<file path="src/sv/lnor_pkg.sv">
package lnor_pkg;

  localparam int unsigned RANGE_W = 16;
  localparam int unsigned ANGLE_W = 9;
  localparam int unsigned LIMIT_W = 15;
  localparam int unsigned CFG_IDX_W = 3;

  localparam logic [RANGE_W-1:0] RANGE_MISSING = 16'hFFFF;

  typedef enum logic {
    OP_SAMPLE = 1'b0,
    OP_TICK   = 1'b1
  } opcode_t;

  typedef enum logic [CFG_IDX_W-1:0] {
    REG_RADIUS_OUTER = 3'd0,
    REG_RADIUS_INNER = 3'd1,
    REG_GAIN_TRACK   = 3'd2,
    REG_GAIN_OUTER   = 3'd3,
    REG_GAIN_INNER   = 3'd4,
    REG_LIMIT_TRACK  = 3'd5,
    REG_LIMIT_AVOID  = 3'd6,
    REG_LIMIT_TOTAL  = 3'd7
  } cfg_reg_t;

  typedef enum logic [3:0] {
    ST_IDLE,
    ST_DX,
    ST_DY,
    ST_F1,
    ST_F2,
    ST_F3,
    ST_XL,
    ST_XH,
    ST_YL,
    ST_YH,
    ST_YA,
    ST_RND,
    ST_SUM
  } state_t;

  // sine in Q14, one entry per degree over the first quadrant
  localparam logic [14:0] SIN_Q14 [0:90] = '{
    15'd0,     15'd286,   15'd572,   15'd857,   15'd1143,  15'd1428,  15'd1713,
    15'd1997,  15'd2280,  15'd2563,  15'd2845,  15'd3126,  15'd3406,  15'd3686,
    15'd3964,  15'd4240,  15'd4516,  15'd4790,  15'd5063,  15'd5334,  15'd5604,
    15'd5872,  15'd6138,  15'd6402,  15'd6664,  15'd6924,  15'd7182,  15'd7438,
    15'd7692,  15'd7943,  15'd8192,  15'd8438,  15'd8682,  15'd8923,  15'd9162,
    15'd9397,  15'd9630,  15'd9860,  15'd10087, 15'd10311, 15'd10531, 15'd10749,
    15'd10963, 15'd11174, 15'd11381, 15'd11585, 15'd11786, 15'd11982, 15'd12176,
    15'd12365, 15'd12551, 15'd12733, 15'd12911, 15'd13085, 15'd13255, 15'd13421,
    15'd13583, 15'd13741, 15'd13894, 15'd14044, 15'd14189, 15'd14330, 15'd14466,
    15'd14598, 15'd14726, 15'd14849, 15'd14968, 15'd15082, 15'd15191, 15'd15296,
    15'd15396, 15'd15491, 15'd15582, 15'd15668, 15'd15749, 15'd15826, 15'd15897,
    15'd15964, 15'd16026, 15'd16083, 15'd16135, 15'd16182, 15'd16225, 15'd16262,
    15'd16294, 15'd16322, 15'd16344, 15'd16362, 15'd16374, 15'd16382, 15'd16384
  };

  // a below 450 degrees
  function automatic logic signed [15:0] sin_deg(input logic [9:0] a);
    logic [9:0] m;
    logic [9:0] k;
    logic       neg;
    logic [15:0] mag;
    m = (a >= 10'd360) ? (a - 10'd360) : a;
    if (m <= 10'd90) begin
      k = m;
      neg = 1'b0;
    end else if (m <= 10'd180) begin
      k = 10'd180 - m;
      neg = 1'b0;
    end else if (m <= 10'd270) begin
      k = m - 10'd180;
      neg = 1'b1;
    end else begin
      k = 10'd360 - m;
      neg = 1'b1;
    end
    mag = {1'b0, SIN_Q14[k[6:0]]};
    return neg ? -$signed(mag) : $signed(mag);
  endfunction

  function automatic logic signed [15:0] sat26(input logic signed [25:0] v,
                                               input logic [LIMIT_W-1:0] lim);
    logic signed [25:0] l;
    l = $signed({11'd0, lim});
    if (v > l) begin
      return l[15:0];
    end else if (v < -l) begin
      return 16'(-l);
    end
    return v[15:0];
  endfunction

endpackage

</file>
<file path="src/sv/lidar_nearest_obstacle_repulsion.sv">
// Channel  | Ports                                   | Beat
// ---------+-----------------------------------------+--------------------------------
// in       | in_valid/in_ready, in_* fields          | one range sample or control tick
// out      | out_valid/out_ready, out_* fields       | one velocity command per tick
// cfg      | cfg_we, cfg_index, cfg_wdata            | one register write per cycle
//
// A range sample is registered on the edge that accepts it; in_ready stays high for back to back samples.
// A tick steps the sequencer through its states: the single 18x18 multiplier is used eight times in turn
// (tracking x/y, the two force terms, force times cos and sin in two halves each).
// The tick result sits in the output register; a stalled result holds the sequencer in
// its last state but samples keep flowing once it is back in idle.
// rst_n is synchronous: registers return to their reset values, no item is held.
module lidar_nearest_obstacle_repulsion
  import lnor_pkg::*;
#(
  parameter int unsigned SCAN_POINTS  = 360,
  parameter int unsigned WINDOW_FIRST = 0,
  parameter int unsigned WINDOW_LAST  = 359
) (
  input  logic                 clk,
  input  logic                 rst_n,

  input  logic                 in_valid,
  output logic                 in_ready,
  input  logic                 in_opcode,
  input  logic [15:0]          in_range_mm,
  input  logic                 in_scan_end,
  input  logic signed [15:0]   in_pos_x,
  input  logic signed [15:0]   in_pos_y,
  input  logic signed [15:0]   in_goal_x,
  input  logic signed [15:0]   in_goal_y,

  output logic                 out_valid,
  input  logic                 out_ready,
  output logic signed [15:0]   out_vel_x,
  output logic signed [15:0]   out_vel_y,
  output logic                 out_avoid_active,
  output logic [15:0]          out_nearest_range_out,
  output logic [8:0]           out_nearest_angle_out,

  input  logic                 cfg_we,
  input  logic [CFG_IDX_W-1:0] cfg_index,
  input  logic [15:0]          cfg_wdata
);

  localparam logic [ANGLE_W-1:0] LAST_IDX = ANGLE_W'(SCAN_POINTS - 1);
  localparam logic [ANGLE_W-1:0] WIN_FIRST = ANGLE_W'(WINDOW_FIRST);
  localparam logic [ANGLE_W-1:0] WIN_LAST = ANGLE_W'(WINDOW_LAST);

  localparam logic signed [35:0] TRK_HALF = 36'sd2048;
  localparam logic signed [49:0] AVD_HALF = 50'sd33554432;

  // configuration
  logic [15:0]        radius_outer_r, radius_inner_r;
  logic [15:0]        gain_track_r, gain_outer_r, gain_inner_r;
  logic [LIMIT_W-1:0] limit_track_r, limit_avoid_r, limit_total_r;

  // scan state
  logic [ANGLE_W-1:0] idx_r;
  logic [RANGE_W-1:0] prev_r;
  logic               lead_miss_r;
  logic               lw_valid_r;
  logic [ANGLE_W-1:0] lw_angle_r;
  logic [RANGE_W-1:0] rmin_r;
  logic [ANGLE_W-1:0] rang_r;
  logic [RANGE_W-1:0] nearest_range_r;
  logic [ANGLE_W-1:0] nearest_angle_r;

  // tick datapath
  state_t             state_r, state_nxt;
  logic signed [16:0] dx_r, dy_r;
  logic signed [15:0] cos_r, sin_r;
  logic signed [35:0] p_r;
  logic signed [33:0] f_r;
  logic signed [49:0] acc_r;
  logic signed [15:0] tx_r, ty_r, ax_r, ay_r;
  logic signed [17:0] mul_a, mul_b;

  logic               out_valid_r;
  logic signed [15:0] out_vel_x_r, out_vel_y_r;
  logic               out_avoid_active_r;
  logic [RANGE_W-1:0] out_nearest_range_r;
  logic [ANGLE_W-1:0] out_nearest_angle_r;

  logic in_acc, sample_acc, tick_acc, out_load;

  assign in_acc     = in_valid && in_ready;
  assign sample_acc = in_acc && (opcode_t'(in_opcode) == OP_SAMPLE);
  assign tick_acc   = in_acc && (opcode_t'(in_opcode) == OP_TICK);
  assign out_load   = (state_r == ST_SUM) && (!out_valid_r || out_ready);

  // ---------------- sample path ----------------
  logic               rng_missing, in_win, resolved, take_min, scan_done, use_lead;
  logic               lw_valid_upd;
  logic [ANGLE_W-1:0] lw_angle_upd, rang_upd, na;
  logic [RANGE_W-1:0] val, rmin_upd, nr;

  always_comb begin
    rng_missing  = (in_range_mm == RANGE_MISSING);
    in_win       = (idx_r == WIN_FIRST) || ((idx_r >= WIN_FIRST) && (idx_r <= WIN_LAST));
    resolved     = !(rng_missing && lead_miss_r);
    val          = rng_missing ? prev_r : in_range_mm;
    lw_valid_upd = lw_valid_r || (rng_missing && lead_miss_r && in_win);
    lw_angle_upd = (!lw_valid_r && rng_missing && lead_miss_r && in_win) ? idx_r : lw_angle_r;
    take_min     = resolved && in_win && (val < rmin_r);
    rmin_upd     = take_min ? val : rmin_r;
    rang_upd     = take_min ? idx_r : rang_r;
    scan_done    = in_scan_end || (idx_r >= LAST_IDX);
    // leading gap is filled with the closing raw value
    use_lead     = lw_valid_upd && (in_range_mm <= rmin_upd);
    nr           = use_lead ? in_range_mm : rmin_upd;
    na           = use_lead ? lw_angle_upd : rang_upd;
    if (nr == RANGE_MISSING) begin
      na = WIN_FIRST;
    end
  end

  always_ff @(posedge clk) begin
    if (!rst_n) begin
      idx_r           <= '0;
      prev_r          <= RANGE_MISSING;
      lead_miss_r     <= 1'b1;
      lw_valid_r      <= 1'b0;
      lw_angle_r      <= '0;
      rmin_r          <= RANGE_MISSING;
      rang_r          <= '0;
      nearest_range_r <= RANGE_MISSING;
      nearest_angle_r <= '0;
    end else if (sample_acc) begin
      if (scan_done) begin
        idx_r           <= '0;
        prev_r          <= RANGE_MISSING;
        lead_miss_r     <= 1'b1;
        lw_valid_r      <= 1'b0;
        lw_angle_r      <= '0;
        rmin_r          <= RANGE_MISSING;
        rang_r          <= '0;
        nearest_range_r <= nr;
        nearest_angle_r <= na;
      end else begin
        idx_r      <= idx_r + 1'b1;
        lw_valid_r <= lw_valid_upd;
        lw_angle_r <= lw_angle_upd;
        rmin_r     <= rmin_upd;
        rang_r     <= rang_upd;
        if (resolved) begin
          prev_r <= val;
        end
        if (!rng_missing) begin
          lead_miss_r <= 1'b0;
        end
      end
    end
  end

  // ---------------- configuration ----------------
  always_ff @(posedge clk) begin
    if (!rst_n) begin
      radius_outer_r <= 16'd2000;
      radius_inner_r <= 16'd1000;
      gain_track_r   <= 16'd2048;
      gain_outer_r   <= '0;
      gain_inner_r   <= '0;
      limit_track_r  <= 15'd500;
      limit_avoid_r  <= '0;
      limit_total_r  <= '0;
    end else if (cfg_we) begin
      case (cfg_reg_t'(cfg_index))
        REG_RADIUS_OUTER: radius_outer_r <= cfg_wdata;
        REG_RADIUS_INNER: radius_inner_r <= cfg_wdata;
        REG_GAIN_TRACK:   gain_track_r   <= cfg_wdata;
        REG_GAIN_OUTER:   gain_outer_r   <= cfg_wdata;
        REG_GAIN_INNER:   gain_inner_r   <= cfg_wdata;
        REG_LIMIT_TRACK:  limit_track_r  <= cfg_wdata[LIMIT_W-1:0];
        REG_LIMIT_AVOID:  limit_avoid_r  <= cfg_wdata[LIMIT_W-1:0];
        REG_LIMIT_TOTAL:  limit_total_r  <= cfg_wdata[LIMIT_W-1:0];
        default: ;
      endcase
    end
  end

  // ---------------- tick sequencer ----------------
  always_comb begin
    state_nxt = state_r;
    case (state_r)
      ST_IDLE: if (tick_acc) state_nxt = ST_DX;
      ST_DX:   state_nxt = ST_DY;
      ST_DY:   state_nxt = ST_F1;
      ST_F1:   state_nxt = ST_F2;
      ST_F2:   state_nxt = ST_F3;
      ST_F3:   state_nxt = ST_XL;
      ST_XL:   state_nxt = ST_XH;
      ST_XH:   state_nxt = ST_YL;
      ST_YL:   state_nxt = ST_YH;
      ST_YH:   state_nxt = ST_YA;
      ST_YA:   state_nxt = ST_RND;
      ST_RND:  state_nxt = ST_SUM;
      ST_SUM:  if (out_load) state_nxt = ST_IDLE;
      default: state_nxt = ST_IDLE;
    endcase
  end

  logic               d_gt_ri;
  logic signed [17:0] f_lo, f_hi;

  assign d_gt_ri = nearest_range_r > radius_inner_r;
  assign f_lo    = $signed({1'b0, f_r[16:0]});
  assign f_hi    = $signed({f_r[33], f_r[33:17]});

  // multiplier operand select
  always_comb begin
    in_ready = (state_r == ST_IDLE);
    mul_a    = '0;
    mul_b    = '0;
    case (state_r)
      ST_DX: begin
        mul_a = 18'(dx_r);
        mul_b = $signed({2'b0, gain_track_r});
      end
      ST_DY: begin
        mul_a = 18'(dy_r);
        mul_b = $signed({2'b0, gain_track_r});
      end
      ST_F1: begin
        mul_a = $signed({2'b0, gain_outer_r});
        mul_b = d_gt_ri ? ($signed({2'b0, radius_outer_r}) - $signed({2'b0, nearest_range_r}))
                        : ($signed({2'b0, radius_outer_r}) - $signed({2'b0, radius_inner_r}));
      end
      ST_F2: begin
        mul_a = $signed({2'b0, gain_inner_r});
        mul_b = d_gt_ri ? 18'sd0
                        : ($signed({2'b0, radius_inner_r}) - $signed({2'b0, nearest_range_r}));
      end
      ST_XL: begin
        mul_a = f_lo;
        mul_b = 18'(cos_r);
      end
      ST_XH: begin
        mul_a = f_hi;
        mul_b = 18'(cos_r);
      end
      ST_YL: begin
        mul_a = f_lo;
        mul_b = 18'(sin_r);
      end
      ST_YH: begin
        mul_a = f_hi;
        mul_b = 18'(sin_r);
      end
      default: ;
    endcase
  end

  always_ff @(posedge clk) begin
    if (!rst_n) begin
      state_r <= ST_IDLE;
    end else begin
      state_r <= state_nxt;
    end
  end

  // rounding to nearest, ties away from zero
  logic signed [35:0] trk_sum;
  logic signed [49:0] avd_sum, acc_hi;
  logic signed [25:0] trk_rnd, avd_rnd;
  logic               active;
  logic signed [25:0] sum_x, sum_y;

  always_comb begin
    trk_sum = p_r + (p_r[35] ? (TRK_HALF - 36'sd1) : TRK_HALF);
    trk_rnd = 26'(trk_sum >>> 12);
    avd_sum = acc_r + (acc_r[49] ? (AVD_HALF - 50'sd1) : AVD_HALF);
    avd_rnd = -26'(avd_sum >>> 26);
    acc_hi  = 50'(p_r) <<< 17;
    active  = nearest_range_r < radius_outer_r;
    sum_x   = 26'(tx_r) + (active ? 26'(ax_r) : 26'sd0);
    sum_y   = 26'(ty_r) + (active ? 26'(ay_r) : 26'sd0);
  end

  always_ff @(posedge clk) begin
    p_r <= mul_a * mul_b;
    if (tick_acc) begin
      dx_r <= 17'(in_goal_x) - 17'(in_pos_x);
      dy_r <= 17'(in_goal_y) - 17'(in_pos_y);
    end
    case (state_r)
      ST_DX: begin
        cos_r <= sin_deg({1'b0, nearest_angle_r} + 10'd90);
        sin_r <= sin_deg({1'b0, nearest_angle_r});
      end
      ST_DY:  tx_r  <= sat26(trk_rnd, limit_track_r);
      ST_F1:  ty_r  <= sat26(trk_rnd, limit_track_r);
      ST_F2:  f_r   <= p_r[33:0];
      ST_F3:  f_r   <= f_r + p_r[33:0];
      ST_XH:  acc_r <= 50'(p_r);
      ST_YL:  acc_r <= acc_r + acc_hi;
      ST_YH: begin
        ax_r  <= sat26(avd_rnd, limit_avoid_r);
        acc_r <= 50'(p_r);
      end
      ST_YA:  acc_r <= acc_r + acc_hi;
      ST_RND: ay_r  <= sat26(avd_rnd, limit_avoid_r);
      default: ;
    endcase
    if (out_load) begin
      out_vel_x_r         <= sat26(sum_x, limit_total_r);
      out_vel_y_r         <= sat26(sum_y, limit_total_r);
      out_avoid_active_r  <= active;
      out_nearest_range_r <= nearest_range_r;
      out_nearest_angle_r <= nearest_angle_r;
    end
  end

  always_ff @(posedge clk) begin
    if (!rst_n) begin
      out_valid_r <= 1'b0;
    end else if (out_load) begin
      out_valid_r <= 1'b1;
    end else if (out_ready) begin
      out_valid_r <= 1'b0;
    end
  end

  assign out_valid             = out_valid_r;
  assign out_vel_x             = out_vel_x_r;
  assign out_vel_y             = out_vel_y_r;
  assign out_avoid_active      = out_avoid_active_r;
  assign out_nearest_range_out = out_nearest_range_r;
  assign out_nearest_angle_out = out_nearest_angle_r;

`ifndef ASSERT_OFF
  a_idx_bound: assert property (@(posedge clk) disable iff (!rst_n)
    idx_r <= LAST_IDX)
    else $error("scan index past last sample");

  a_load_from_sum: assert property (@(posedge clk) disable iff (!rst_n)
    $rose(out_valid_r) |-> $past(state_r) == ST_SUM)
    else $error("result raised outside the final step");

  a_avoid_radius: assert property (@(posedge clk) disable iff (!rst_n)
    (out_valid_r && out_avoid_active_r) |-> out_nearest_range_r < radius_outer_r)
    else $error("avoidance flagged outside outer radius");

  a_vel_limit: assert property (@(posedge clk) disable iff (!rst_n)
    out_valid_r |-> (out_vel_x_r <= $signed({1'b0, limit_total_r}))
                 && (out_vel_x_r >= -$signed({1'b0, limit_total_r})))
    else $error("x velocity beyond total limit");
`endif

endmodule
</file>
<file path="config.mk">
export PLATFORM = sky130hd
export DESIGN_NAME = lidar_nearest_obstacle_repulsion
export DESIGN_NICKNAME = d
export VERILOG_FILES = /design/src/sv/lnor_pkg.sv /design/src/sv/lidar_nearest_obstacle_repulsion.sv
export SDC_FILE = /design/constraint.sdc
export NUM_CORES = 2
export LEC_CHECK = 0
export ABC_AREA = 1
export BUFFER_PORTS_ARGS = -buffer_cell sky130_fd_sc_hd__clkbuf_2
export CORE_MARGIN = 5
export CORE_UTILIZATION = 30
export DETAILED_ROUTE_END_ITERATION = 16
export GPL_TIMING_DRIVEN = 0
export HOLD_SLACK_MARGIN = 0.15
export MAX_ROUTING_LAYER = met4
export PLACE_DENSITY = 0.52
export SYNTH_ARGS = -nofsm -noshare
export SYNTH_HDL_FRONTEND = slang
export SYNTH_SLANG_ARGS = --single-unit
</file>
<file path="constraint.sdc">
create_clock -name clk -period 21.7 [get_ports clk]
set_input_delay 1.085 -clock clk [delete_from_list [all_inputs] [get_ports clk]]
set_output_delay 1.085 -clock clk [all_outputs]
set_load 0.005 [all_outputs]
</file>
**Word level (Yosys, flattened, before mapping)**

Memory sizes are Yosys's and may differ from the RTL's.
Cells that the tools add are included.

- Memories: 2
- Memory bits (read-only): 3840
- Bits in registers: 524
- Bits of input ports: 106

- Multipliers: 1
- Reduce and logical (&&, ||, !) cells: 44
- Mux-type cells: 81
- Equality and inequality tests: 25
- Bitwise operators: 3
- Magnitude comparators: 25
- $add $sub $neg: 27

Memory list:

| name | depth | width | read ports | clocked after memory_dff | wr ports | line | source |
|---|---|---|---|---|---|---|---|
| (no name shown) | 128 | 15 | 1 | 0 | 0 | lnor_pkg.sv:79 | `mag = {1'b0, SIN_Q14[k[6:0]]};` |
| (no name shown) | 128 | 15 | 1 | 0 | 0 | lnor_pkg.sv:79 |  |

Operator list:

| cell | number |
|---|---|
| $mux W16 | 20 |
| $pmux W18 S6 | 1 |
| $pmux W50 S2 | 1 |
| $mux W15 | 6 |
| $pmux W18 S5 | 1 |
| $sub A16 B16 Y17 | 5 |
| $gt A26 B16 Y1 | 3 |
| $lt A26 B26 Y1 | 3 |
| $mux W26 | 3 |
| $neg A15 Y26 | 3 |
| $pmux W34 S2 | 1 |
| $mux W9 | 7 |
| $mux W7 | 8 |
| $add A16 B26 Y26 | 2 |
| $pmux W4 S13 | 1 |
| $add A50 B27 Y50 | 1 |
| $add A50 B50 Y50 | 1 |
| $add A36 B13 Y36 | 1 |
| $mul A18 B18 Y36 | 1 |
| $mux W18 | 2 |
| $add A34 B34 Y34 | 1 |
| $eq A16 B16 Y1 const B | 2 |
| $lt A16 B16 Y1 | 2 |
| $neg A15 Y16 | 2 |
| other kinds (44) | 128 |

**Longest topological paths before layout**

- Word-level depth: 14
- Mapped depth: 58
- Mapped depth without buffers: 58

**Worst setup path after synthesis**

No wires, ideal clock.

- Kind: register to register
- From: register nearest_range_r[2]
- To: register p_r[35]
- Cell stages (with the launch flop): 43
- Library setup time: 72 ps
- Slack: 12985 ps
- Period minus slack after synthesis: 8715 ps
- Data arrival time: 8643 ps
- Path through: dfxtp_1 inv_1 ha_1 a21o_1 a31oi_1 o21ai_0 a21oi_1 o21bai_1 a21oi_1 o21bai_1 a21oi_1 o21ai_0 a21o_1 nand2_1 nand2_1 nand2_1 nand2_2 nand2_1 (+7 left out) fa_1 inv_1 fa_1 inv_1 fa_1 inv_1 fa_1 fa_1 inv_1 fa_1 inv_1 ha_1 a21oi_1 o21ai_0 a21oi_1 o21ai_0 a211oi_1 xor2_1

- Longest elaborated chain between the ends: 4

RTL lines:

| item | line | source |
|---|---|---|
| from (decl) | lidar_nearest_obstacle_repulsion.sv:66 | `logic [RANGE_W-1:0] nearest_range_r;` |
| from (signal assigned) | lidar_nearest_obstacle_repulsion.sv:138 | `nearest_range_r <= nr;` |
| $sub A16 B16 Y17 (tied with other cells) | lidar_nearest_obstacle_repulsion.sv:232 | `: ($signed({2'b0, radius_inner_r}) - $signed({2'b0, nearest_range_r}));` |
| $mux W18 (on tied branches) | lidar_nearest_obstacle_repulsion.sv:231, lidar_nearest_obstacle_repulsion.sv:226 |  |
| $pmux W18 S5 (*) | lidar_nearest_obstacle_repulsion.sv:215 | `case (state_r)` |
| $mul A18 B18 Y36 (*) | lidar_nearest_obstacle_repulsion.sv:281 | `p_r <= mul_a * mul_b;` |
| to (signal assigned) | lidar_nearest_obstacle_repulsion.sv:281 |  |
| to (decl) | lidar_nearest_obstacle_repulsion.sv:73 | `logic signed [35:0] p_r;` |

Every way passes the cells marked *; elsewhere a longest branch is shown, timed or not.
A chain may end at the register's enable or synchronous reset.

**Worst setup path in the final report**

- From: register nearest_range_r[1]
- To: register p_r[35]

The elaborated chain is that of the path after synthesis.

==> results.md <==
- Synth cell count leaders: 1550 x nand2_1, 1181 x inv_1, 595 x nor2_1
- GRT Resource Usage Total: 20.6%
- Drt first pass iters: 6
- Initial Util: 30.2%
- R2R Path End: p_r[35]
- Worst stage delay on the critical path: 0.79 ns
- Internal reg-to-reg setup slack: 9.83 ns
- TritonCTS buffer count: 66
- Sw Share: 40.8%
- Slew HR: 7.52%
- # hold bufs at CTS: 0
- FFs w/ async S/R, synth: 0%
- Max stage delay cell, worst path: o21ai_0
- Min-delay src: nearest_angle_r[8]
- Post-layout instance area: 61000 um^2
- Remaining Overflow, GRT: 0
- Largest net degree at the start of global routing: 34
- Setup TNS Final: 0 ns
- Sequential Power Share: 31.8%
- CP Capture Type: flop
- Total wire length: 195000 um
- Critical Path Most Common Cell: nand2_1
- Filler cells: 19.4k
- Vias: 50.1k
- Die W: 436 um
- Clock slew at reported path FFs: 0.06 ns
- Post-Syn Instances: 7287
- Resized cells post-CTS: 0
- Net Count, Synth: 8279
- CTS sink count: 524
- Sequential share of the synthesized area: 24.2%
- Total I/O pin count: 166
- Peak fanout along the critical path: 10
- WL per Instance: 19.6 um
- Final ANT Viol Nets: 0
- CTS H-Tree Depth: 3
- Routed vias/inst: 5.03
- Synth Flop Type: edfxtp_1
- P&R area growth vs syn: 12.0%
- Top-area cell type share of the netlist area: 15.0%
- Final hold viol count: 0
- Delay-heaviest family, CP: compound AO/OA/AOI/OAI gates
- Synth Warn #: 0
- Setup Buffers After CTS: 0
- Gpl congestion: 0.957
- Cell Area, Placed: 58600 um^2
- Setup crit start kind: flop
- Worst setup path category: reg2reg
- DRC Markers: 0
- Worst Hold Depth: 0
- Status: completed
- Lkg Pwr: 29.7 nW
- Yosys top cell by area: edfxtp_1
- Worst path arrival time: 12.38 ns
- Worst endpoint required time: 22.21 ns
- Final setup viols: 0
- Hold_ws: 0.440 ns
- Post-synthesis cell area: 54500 um^2
- Int Power: 2.37 mW
- Fmax achieved: 84.2 MHz
- Synth area leaders: edfxtp_1 15%, fa_1 13%, ha_1 13%
- Worst Skew: 0.0522 ns
- FF-to-FF path depth: 46
- # port buffers: 162
- Share of layout cells above drive strength 1: 7.26%
- WHS Endpoint: out_nearest_angle_out[8]
- PD cells: 65.5 nW/um^2
- Yosys reg bits: 524
- Cell Rows: 156
- Most frequent cell after synthesis: nand2_1
- Max-cap violations: 0
- CTS tree: yes
- Combinational share of power: 37.9%
- Cell variety after synth: 68
- Worst-skew pair later-pin latency: 0.68 ns
- Tmin final: 11.87 ns
- Clock power frac: 30.2%
- First-pass GRT wire length: 299000 um
- Final core occ: 33.8%
- Final nets: 8529
- RSZ-0062 raised after global routing: no
- Post-synth EDFFs: 272
- Total power: 4.00 mW
- Period utilization: 54.7%
- Initial antenna violation count: 5
- Hpwl dp: 157000 um
- Crit path buffers/inverters: 7
- Mean post-synth cell area: 7.48 um^2
- Net Switching: 1.63 mW
- Max clock buf depth: 3
- Vias in the first global route: 49.8k
- R2r startpoint: nearest_range_r[1]
- Tightest Pin Transition: 1.38 ns
- Core area: 181000 um^2
- Die span in y: 436 um
- Max Slew Vio Count: 0
- Worst VDD drop: 0.0554 mV
- Hold WC Path Type: reg2reg
- Die ar.: 190000 um^2
- Clock root cell: clkbuf_16
- Iteration-0 DRC Markers: 4006
## per-layer routing
layer	vias to the layer above	routed length, um	GRT usage (%)
li1	24274	-	-
met1	24057	87300	27.1
met2	1481	88800	33.0
met3	310	11100	2.27
met4	0	7570	7.25
met5	-	0	-
## kinds of logic (layout without fill, tap and decap cells)
kind of cell    count (synthesis)  count (layout)  synth area share (%)
simple gates                 2900            2900                  22.7
buf+inv                      1430            1732                  10.2
compound gates               1275            1275                  13.4
fa+ha+maj                     886             886                  25.0
flops                         524             524                  24.2
xor+xnor                      271             271                  4.39
mux                             1               1                0.0207
other cells                     0               2                     0
## power groups by stage
stage               Clock [mW]  Combinational, mW  Sequential (mW)
floorplan                    0               1.01             1.22
global placement             0               1.46             1.29
detailed placement           0               1.50             1.29
CTS                       1.24               1.51             1.27
global route              1.28               1.70             1.27
finish                    1.21               1.52             1.27
## metrics by stage
step / setup WS (ns) / cells
after floorplan: 12.99 / 7287
after global placement: 8.68 / 9819
after detailed placement: 9.87 / 9839
after CTS: 9.84 / 9959
after global routing: 9.23 / 9960
final: 9.83 / 9961
## cells in the final DEF (no fill, tap or decap), types with 14 or more instances in the layout
cell       Yosys  layout
a211oi_1      17      17
a21oi_1      499     499
a22o_1        35      35
a22oi_1       16      16
a31oi_1       19      19
buf_2         22      22
buf_4         13      23
buf_6         16      21
clkbuf_1     147     146
clkbuf_16      0      68
clkbuf_2       0     166
clkinv_1      15      24
dfxtp_1      252     252
edfxtp_1     272     272
fa_1         341     341
ha_1         545     545
inv_1       1181    1181
inv_2         31      31
nand2_1     1550    1549
nand2_2       47      48
nand3_1      430     430
nand3_2       25      25
nand4_1       63      63
nor2_1       595     590
nor2_2        18      21
nor3_1        64      62
nor4_1        38      28
o211ai_1      65      65
o21a_1        16      16
o21ai_0      430     430
o21ai_1       36      36
o21bai_1      35      35
o221ai_1      14      14
or2_2         22      22
xnor2_1       81      81
xor2_1       189     189
## state kept, by name, indices dropped and copies added (netlist names), 17 cells and up
| register | flops |
|---|---|
| acc_r | 50 |
| dx_r | 17 |
| dy_r | 17 |
| f_r | 34 |
| p_r | 36 |
## cell type report
class	count	area [um^2]	area share [%]
Antenna cell	2	5.00	0.00820
Buffer	200	952	1.56
Clock inverter	43	599	0.982
Inverter	1230	4620	7.58
Timing Repair Buffer	182	1060	1.73
Sequential cell	524	13200	21.7
Clock buffer	77	1790	2.93
Tap cell	2370	2970	4.86
Multi-Input combinational cell	5333	35800	58.7
## worst max path at each step
stage / startpoint / end / slack [ns] / cells after the start
2_1_floorplan: nearest_range_r[2] / p_r[35] / 12.99 / 42
3_3_place_gp: state_r[1] / p_r[35] / 8.68 / 31
3_5_place_dp: nearest_range_r[1] / p_r[35] / 9.87 / 46
4_1_cts: nearest_range_r[1] / p_r[35] / 9.84 / 46
5_1_grt: nearest_range_r[1] / p_r[35] / 9.23 / 46
6_report: nearest_range_r[1] / p_r[35] / 9.83 / 46
No activity file was read; power rests on OpenSTA's default activity.
